[src/design/rdr_div.sv]
`default_nettype none
// Restoring divider, one quotient bit per register stage. The quotient must fit W bits.
module rdr_div #(
    parameter int W = 16
) (
    input  wire logic           aclk,
    input  wire logic [W-1:0]   en,
    input  wire logic [2*W-1:0] num,
    input  wire logic [W:0]     den,
    output logic      [W-1:0]   quo
);
    localparam int NW = 2 * W;
    localparam int RW = 2 * W + 1;

    logic [NW-1:0] rem_reg [W];
    logic [W:0]    den_reg [W];
    logic [W-1:0]  quo_reg [W];

    for (genvar k = 0; k < W; k++) begin : g_stage
        localparam int B = W - 1 - k;
        logic [NW-1:0] rem_in;
        logic [W:0]    den_in;
        logic [W-1:0]  quo_in;
        logic [RW-1:0] trial;
        logic [NW-1:0] rem_next;
        logic [W-1:0]  quo_next;

        if (k == 0) begin : g_first
            assign rem_in = num;
            assign den_in = den;
            assign quo_in = '0;
        end else begin : g_rest
            assign rem_in = rem_reg[k-1];
            assign den_in = den_reg[k-1];
            assign quo_in = quo_reg[k-1];
        end

        assign trial = RW'(den_in) << B;

        always_comb begin
            rem_next = rem_in;
            quo_next = quo_in;
            if (RW'(rem_in) >= trial) begin
                rem_next = rem_in - trial[NW-1:0];
                quo_next = quo_in | (W'(1) << B);
            end
        end

        always_ff @(posedge aclk) begin
            if (en[k]) begin
                rem_reg[k] <= rem_next;
                den_reg[k] <= den_in;
                quo_reg[k] <= quo_next;
            end
        end
    end

    assign quo = quo_reg[W-1];

endmodule
`default_nettype wire

[config.mk]
export PLATFORM = sky130hd
export DESIGN_NAME = rdr_div
export DESIGN_NICKNAME = d
export VERILOG_FILES = /design/src/design/rdr_div.sv
export SDC_FILE = /design/constraint.sdc
export NUM_CORES = 1
export LEC_CHECK = 0
export BUFFER_PORTS_ARGS = -buffer_cell sky130_fd_sc_hd__buf_2
export CORE_MARGIN = 3
export CORE_UTILIZATION = 55
export CTS_BUF_LIST = sky130_fd_sc_hd__clkbuf_2 sky130_fd_sc_hd__clkbuf_4 sky130_fd_sc_hd__clkbuf_8
export DETAILED_ROUTE_END_ITERATION = 12
export GPL_ROUTABILITY_DRIVEN = 0
export PLACE_DENSITY = 0.71
export SYNTH_ARGS = -nofsm -noshare
export SYNTH_HDL_FRONTEND = slang
export SYNTH_SLANG_ARGS = --single-unit
[constraint.sdc]
create_clock -name aclk -period 3.7 [get_ports aclk]
set_input_delay 0.555 -clock aclk [delete_from_list [all_inputs] [get_ports aclk]]
set_output_delay 0.555 -clock aclk [all_outputs]
set_load 0.05 [all_outputs]
==> impl_metrics.json <==
{
  "intPower_mw": 23.7,
  "worstPathRequired_ns": 4.22,
  "drcViolationCount": 0,
  "via_count": 29079,
  "synth_seq_area_share_pct": 58.1,
  "totalWireLength_um": 85900,
  "p_clk_share_pct": 23.4,
  "max_freq_mhz": 285,
  "largest_register_ff_count": 480,
  "dp_slack_ns": 0.0867,
  "use_met2_pct": 41.1,
  "crit_top_cell": "inv_1",
  "ir_worst_vdd_mv": 0.392,
  "ys_types": 78,
  "die_area_um2": 85300,
  "p_comb_share_pct": 34.5,
  "post-route-util_pct": 62.1,
  "synth_largest_area_cell": "edfxtp_1",
  "worstMarginPinSlew_ns": 1.12,
  "grt_pass1_wl_um": 140000,
  "final_max_slew_viol_count": 0,
  "nets": 4364,
  "syn_area_per_cell_um2": 11.9,
  "synth_seq_cells": 871,
  "crit_chain": "inv_1 > ha_1 > inv_1 > fa_1 > a21oi_1 > o21bai_1 > a21boi_1 > o21ai_0 > o41ai_2 > o311ai_0 > or3b_2 > xnor2_1",
  "tns_ns": 0,
  "synth_top_cell_area_share_pct": 58.1,
  "drt_iter0_drc": 1417,
  "drv_cap": 0,
  "cts_root_buf": "clkbuf_8",
  "syn-cell-area_um2": 45000,
  "fp.coreArea_um2": 80800,
  "drtPass1Iterations": 8,
  "place_hpwl_um": 64800,
  "power_frac_seq_pct": 42.2,
  "wire_per_inst_um": 16.6,
  "slowest_delay_ns": 0.51,
  "final_cells": 5188,
  "skew_ns": 0.0448,
  "grt_antenna_before_repair": 3,
  "grt_pass1_vias": 29662,
  "area_growth_pct": 11.4,
  "p_switching_mw": 11.8,
  "async_flop_share_pct": 0,
  "fp-row-count": 104,
  "crit_buf_inv": 2,
  "die-height_um": 292,
  "route.antenna.remaining_nets": 0,
  "power_mw": 35.5,
  "grt_use_total_pct": 20.3,
  "grt_max_degree": 51,
  "cp.arrival_ns": 4.03,
  "worst_slack_ns": 0.187,
  "gr-usage-met1_pct": 18.8,
  "gr-total-overflow": 0,
  "rsz0062_at_grt": "false",
  "clk_pin_slew_worst_paths_ns": 0.06,
  "syn-num-nets": 4121,
  "crit_type": "reg -> reg",
  "startpoint_type": "flop",
  "n_fill_cell": 6161,
  "clock_latency_ns": 0.79,
  "crit_path_end_kind": "flop",
  "initial_core_util_pct": 55.7,
  "met3_usage_pct": 3.16,
  "placed_cell_area_um2": 46900,
  "final_common_cell": "edfxtp_1",
  "fin_crit_ns": 3.51,
  "hold_slack_ns": 0.125,
  "numCtsBuffers": 146,
  "crit_fanout": 3,
  "sw_frac_of_total_pct": 33.3,
  "dpl.cell_count": 4891,
  "io_buffers": 81,
  "top_usage_layer": "met2",
  "min_period_over_period_pct": 94.9,
  "hold_path_class": "in -> reg",
  "clock-sinks": 871,
  "die_w_um": 292,
  "yosysWarnings": 0,
  "clockBufferDepth": 3,
  "htreeDepth": 4,
  "rrSetupSlack_ns": 0.19,
  "synth-edff-count": 871,
  "layout_common_cells": "edfxtp_1 (871), inv_1 (351), a21oi_1 (322)",
  "vias_per_cell": 5.61,
  "synthTopCellsByArea": "edfxtp_1 (58%), ha_1 (7.6%), a21oi_1 (3.6%)",
  "hold_viol": 0,
  "cts_tree": "done",
  "timing.slew.headroom_pct": 25.6,
  "synth_flop_cell": "edfxtp_1",
  "power.density_nw_per_um2": 708,
  "layout-drive-gt1-share_pct": 11.5,
  "setup_violations": 0,
  "power_leakage_nw": 19.7,
  "outcome": "finished clean",
  "design_area_um2": 50200,
  "synth_cells": 3768,
  "crit_slowest_cell": "or3b_2",
  "cp_top_family": "compound AO/OA/AOI/OAI gates",
  "boundaryPins": 82
}
repair_timing:
action                                  CTS  global route
endpoints found under the setup margin    0            12
endpoints found under the hold margin    32             0
resized for setup                         0             4
hold buffers                             32             0
setup buffers                             0             0
area by class of cell:
class                      instances  area (um^2)  area share (%)
antenna                            5         12.5          0.0249
clock buffer                     201         2420            4.83
clock inverter                    59          453           0.903
inverter                         352         1320            2.63
multi-input combinational       2476        17300            34.6
sequential                       871        26200            52.1
tap                             1060         1330            2.64
timing repair buffer             164         1130            2.26
kinds of logic after synthesis:
family | share of synthesized area, %
adders and majority gates | 8.23
muxes | 1.76
xor gates and xnor gates | 5.68
AOI/OAI and AO/OA | 11.9
and+or+nand+nor | 10.8
DFF | 58.1
buffers and inverters | 3.53
routing by layer:
layer	up-vias	routed length, um
met1	13774	29800
li1	14448	-
met5	-	0
met2	585	49100
met4	0	4370
met3	272	2670
final timing paths:
| kind | start | end | cells after the start |
|---|---|---|---|
| max reg2reg | rem_reg[0][169] | rem_reg[0][219] | 12 |
| min | num[20] | rem_reg[0][20] | 2 |
| max | rem_reg[0][169] | rem_reg[0][219] | 12 |
| min reg2reg | quo_reg[1][37] | quo_reg[1][53] | 0 |
power groups by stage:
stage          Combinational [mW]  Sequential, mW  Clock (mW)
5_1_grt                      13.7            15.2        9.02
6_report                     12.3            15.0        8.30
3_3_place_gp                 11.8            15.1           0
4_1_cts                      12.2            15.0        8.54
3_5_place_dp                 12.1            15.1           0
2_1_floorplan                9.53            14.7           0
synth_stat cells (28+ instances only):
master,n
nand4_1,39
nor4_1,47
nand2b_1,42
clkbuf_1,58
o21ai_0,191
xor2_1,130
a21o_1,108
nor3_1,78
edfxtp_1,871
nand3_1,70
ha_1,272
o21a_1,42
or3_1,30
a21oi_1,324
nand2_1,182
nor2_1,279
a211oi_1,28
inv_1,351
mux2_2,66
nor2b_1,52
xnor2_1,162
Power figures use the tool's default switching activity.
