## src/design/rdr_sqrt.sv

```systemverilog
`default_nettype none
// Floor square root, one result bit per register stage, most significant first.
module rdr_sqrt #(
    parameter int W = 16
) (
    input  wire logic           aclk,
    input  wire logic [W-1:0]   en,
    input  wire logic [2*W-1:0] x,
    output logic      [W-1:0]   root
);
    localparam int XW = 2 * W;
    localparam int TW = 2 * W + 1;

    logic [XW-1:0] rem_reg  [W];
    logic [W-1:0]  root_reg [W];

    for (genvar k = 0; k < W; k++) begin : g_stage
        localparam int B = W - 1 - k;
        logic [XW-1:0] rem_in;
        logic [W-1:0]  root_in;
        logic [TW-1:0] trial;
        logic [XW-1:0] rem_next;
        logic [W-1:0]  root_next;

        if (k == 0) begin : g_first
            assign rem_in  = x;
            assign root_in = '0;
        end else begin : g_rest
            assign rem_in  = rem_reg[k-1];
            assign root_in = root_reg[k-1];
        end

        // (q + 2^B)^2 - q^2
        assign trial = (TW'(root_in) << (B + 1)) + (TW'(1) << (2 * B));

        always_comb begin
            rem_next  = rem_in;
            root_next = root_in;
            if (TW'(rem_in) >= trial) begin
                rem_next  = rem_in - trial[XW-1:0];
                root_next = root_in | (W'(1) << B);
            end
        end

        always_ff @(posedge aclk) begin
            if (en[k]) begin
                rem_reg[k]  <= rem_next;
                root_reg[k] <= root_next;
            end
        end
    end

    assign root = root_reg[W-1];

endmodule
`default_nettype wire

```

## config.mk

```make
export PLATFORM = sky130hd
export DESIGN_NAME = rdr_sqrt
export DESIGN_NICKNAME = d
export VERILOG_FILES = /design/src/design/rdr_sqrt.sv
export SDC_FILE = /design/constraint.sdc
export NUM_CORES = 1
export LEC_CHECK = 0
export ABC_AREA = 1
export BUFFER_PORTS_ARGS = -buffer_cell sky130_fd_sc_hd__buf_4
export CAP_MARGIN = 10
export CORE_UTILIZATION = 50
export DETAILED_ROUTE_END_ITERATION = 8
export HOLD_SLACK_MARGIN = 0.15
export PLACE_DENSITY = 0.73
export SLEW_MARGIN = 20
export SYNTH_ARGS = -nofsm -noshare
export SYNTH_HDL_FRONTEND = slang
export SYNTH_SLANG_ARGS = --single-unit
```

## constraint.sdc

```tcl
create_clock -name aclk -period 2.1 [get_ports aclk]
set_input_delay 0.42 -clock aclk [delete_from_list [all_inputs] [get_ports aclk]]
set_output_delay 0.42 -clock aclk [all_outputs]
set_load 0.05 [all_outputs]
```

==> out/qor.tcl <==
set qor(outcome) {finished with violations}
set qor(failing_checks) {setup timing}
set qor(rsz0062_at_grt) {true}
set qor(clk_pin_slew_worst_paths_ps) 60
set qor(synth_flop_cell) {sky130_fd_sc_hd__edfxtp_1}
set qor(numPortBuffers) 64
set qor(final_critical_path_setup_slack_ps) -87.3
set qor(design.portCount) 65
set qor(synth.largest_area_cell) {sky130_fd_sc_hd__edfxtp_1}
set qor(fin_crit_sh_pct) 104
set qor(n_fill_cell) 4825
set qor(met2RoutedLength_mm) 43.6
set qor(tritoncts) {built}
set qor(gp_routability_congestion) 0.984
set qor(drt-pass1-iter-count) 6
set qor(die_area_um2) 68500
set qor(timing.rr.start) {root_reg[1][42]$_DFFE_PP_}
set qor(cell_at_the_root_of_the_clock_tree) {sky130_fd_sc_hd__clkbuf_16}
set qor(fin_nets) 4482
set qor(vias_per_cell) 5.23
set qor(number_of_remaining_drc_errors) 0
set qor(hold_violations) 0
set qor(timing_worst_setup_path_type) {reg2reg}
set qor(net_count_of_the_mapped_netlist) 3850
set qor(holdCritPathClass) {in2reg}
set qor(syn_area_per_cell_um2) 9.23
set qor(syn-cell-area_um2) 33700
set qor(layout.cells.most_common_list) {sky130_fd_sc_hd__nand2_1, sky130_fd_sc_hd__edfxtp_1, sky130_fd_sc_hd__buf_4}
set qor(synthArstFlopShare_pct) 0
set qor(track_usage_pct) 24.5
set qor(holdCritStartpoint) {en[0]}
set qor(clock_sink_count) 616
set qor(netlist.area_leader.share_pct) 54.9
set qor(number_of_buffers_added_by_the_clock_tree_synthesis_step) 66
set qor(logic_depth_of_the_worst_register_to_register_path) 14
set qor(critPathRequiredTime_ps) 2440
set qor(yosys_warnings) 0
set qor(peakVddDrop_uv) 901
set qor(design_area_um2) 43800
set qor(syn2layout_area_growth_pct) 30.1
set qor(grt_pass1_wl_mm) 131
set qor(netlist_top_cells_area) {sky130_fd_sc_hd__edfxtp_1, sky130_fd_sc_hd__nand2_1, sky130_fd_sc_hd__inv_1}
set qor(mostFrequentLayoutCell) {sky130_fd_sc_hd__nand2_1}
set qor(max_clock_freq_mhz) 457
set qor(largest_register_ffs) 480
set qor(maxSlewHeadroom_pct) 58.1
set qor(timing.max_cap.violations) 0
set qor(wirelength_mm) 88.4
set qor(register_area_um2) 18500
set qor(final_layout_size_suffix_gt1_share_pct) 28.7
set qor(grt_remaining_overflow) 0
set qor(vias) 27200
set qor(tightestPinTransition_ps) 629
set qor(place_hpwl_mm) 62.4
set qor(clk-insertion-delay-late_ps) 630
set qor(hold-path-cell-count) 1
set qor(post_dp_cell_area_um2) 37700
set qor(met3WireLength_mm) 4.76
set qor(die_w_um) 262
set qor(multi_input_comb_area_um2) 15100
set qor(yosys.cell_types.count) 53
set qor(clk_path_buf_depth) 3
set qor(top_signal_layer_used) {met4}
set qor(vias_in_the_first_global_route) 25300
set qor(initial_utilization_pct) 50.9
set qor(power_density_nw_per_um2) 896
set qor(antenna_found_initial) 0
set qor(synth_edf_count) 616
set qor(flop_and_latch_count_out_of_synthesis) 616
set qor(timing_max_transition_violations_final) 0
set qor(wirelength_met1_mm) 37.5
set qor(timing.critical_path.from_type) {register}
set qor(clock_tree.htree_level_count) 3
set qor(antenna_cells) 0
set qor(grt_start_max_net_pins) 48
set qor(syn-instance-count) 3651
set qor(final_period_minus_worst_setup_slack_ps) 2190
set qor(die_y_um) 262
set qor(skew_ps) 46.4
set qor(detail-route-antenna-nets) 0
set qor(fin_total_pwr_mw) 39.3
set qor(hold_ws_ps) 251
set qor(power.static_leakage_nw) 19.0
set qor(std_cell_rows) 94
set qor(tns_ps) -1380
set qor(setup.worst_path.start) {root_reg[1][42]$_DFFE_PP_}
set qor(route.detailed.wl_per_inst_um) 17.0
set qor(number_of_design_rule_violations_left_by_the_first_detailed_router_iteration) 2347
set qor(detailedPlace.worstSlack_ps) -232
set qor(arrival_ps) 2530
set qor(coreArea_um2) 66200
set qor(ys_seq_area_share_pct) 54.9
set qor(cp_max_fo) 5
set qor(finalSetupViolCount) 46
set qor(worstSetupEndpointType) {register}
## layout make-up
type	instances	share of cell area, %
clock inverters	41	1.28
clock buffers	77	3.91
repair buffers	583	10.8
repair inverters	3	0.0514
inverters	559	4.94
well taps	864	2.47
multi-input cells	2454	34.4
flip-flops and latches	616	42.2
## per-layer routing
| layer | track usage [%] | vias to the layer above |
|---|---|---|
| met5 | 0 | - |
| li1 | - | 13400 |
| met3 | 3.40 | 197 |
| met1 | 32.6 | 12800 |
| met4 | 6.80 | 0 |
| met2 | 41.8 | 847 |
## logic make-up after synthesis
kind of cell,count (synthesis),share of synthesized area (%)
XOR/XNOR,103,2.68
flip-flops,616,54.9
buffers and inverters,581,6.99
adder cells (fa/ha/maj),150,5.57
AND/OR/NAND/NOR,1896,24.5
AO/OA/AOI/OAI,305,5.33
## Yosys cell counts, types with 8 or more instances
master,n
sky130_fd_sc_hd__o21ai_1,21
sky130_fd_sc_hd__nor3_1,50
sky130_fd_sc_hd__nand3_1,209
sky130_fd_sc_hd__a21oi_2,29
sky130_fd_sc_hd__o21ai_2,30
sky130_fd_sc_hd__o21bai_1,8
sky130_fd_sc_hd__inv_1,534
sky130_fd_sc_hd__nand4_1,59
sky130_fd_sc_hd__nand3_2,8
sky130_fd_sc_hd__buf_6,13
sky130_fd_sc_hd__nor2_1,348
sky130_fd_sc_hd__nor2_2,13
sky130_fd_sc_hd__nor4_1,25
sky130_fd_sc_hd__nand2_1,1060
sky130_fd_sc_hd__a21oi_1,135
sky130_fd_sc_hd__ha_1,150
sky130_fd_sc_hd__or2_2,17
sky130_fd_sc_hd__nor2_4,9
sky130_fd_sc_hd__inv_2,18
sky130_fd_sc_hd__nand3b_1,35
sky130_fd_sc_hd__o21ai_0,70
sky130_fd_sc_hd__nand2_2,35
sky130_fd_sc_hd__xnor2_1,41
sky130_fd_sc_hd__edfxtp_1,616
sky130_fd_sc_hd__xor2_1,62
## power by group
part | internal, mW | switching, mW | total (mW) | leakage (nW)
Clock | 6.98 | 5.12 | 12.1 | 1.07
Sequential | 15.4 | 1.19 | 16.6 | 5.91
Combinational | 4.63 | 5.94 | 10.6 | 12.0
## critical path: stages (launching register included)
cell and delay (ps):
sky130_fd_sc_hd__edfxtp_1 410, sky130_fd_sc_hd__inv_1 130, sky130_fd_sc_hd__ha_4 220, sky130_fd_sc_hd__nand2_2 90, sky130_fd_sc_hd__inv_2 40, sky130_fd_sc_hd__nand2_2 90, sky130_fd_sc_hd__inv_2 40, sky130_fd_sc_hd__nand2_2 70
sky130_fd_sc_hd__nand3_2 80, sky130_fd_sc_hd__nand2_2 110, sky130_fd_sc_hd__nand2_2 80, sky130_fd_sc_hd__nor2_4 180, sky130_fd_sc_hd__buf_12 160, sky130_fd_sc_hd__clkbuf_16 150, sky130_fd_sc_hd__o21ai_1 80
## repair_timing
| action | 4_1_cts | 5_1_grt |
|---|---|---|
| buffers inserted | 26 | 99 |
| endpoints found under the hold margin | 38 | 0 |
| hold buffers | 33 | 0 |
| setup endpoints to repair | 114 | 231 |
| gates cloned | 1 | 11 |
| pin swaps | 14 | 109 |
| resized for setup | 85 | 451 |
## final timing paths
path	to	slack (ps)
setup / recovery	rem_reg[1][112]$_DFFE_PP_	-90
hold / removal	rem_reg[0][18]$_DFFE_PP_	250
setup reg to reg	rem_reg[1][112]$_DFFE_PP_	-90
hold reg to reg	rem_reg[1][102]$_DFFE_PP_	420
## per-stage QoR
| stage | utilization (%) | cells |
|---|---|---|
| 2_1_floorplan | - | 3651 |
| 3_5_place_dp | 57.0 | 4909 |
| 3_3_place_gp | 57.0 | 4909 |
| 6_report | 66.2 | 5197 |
| 5_1_grt | 66.2 | 5197 |
| 4_1_cts | 62.0 | 5087 |
Note: power is estimated with default switching activity, not from simulation.
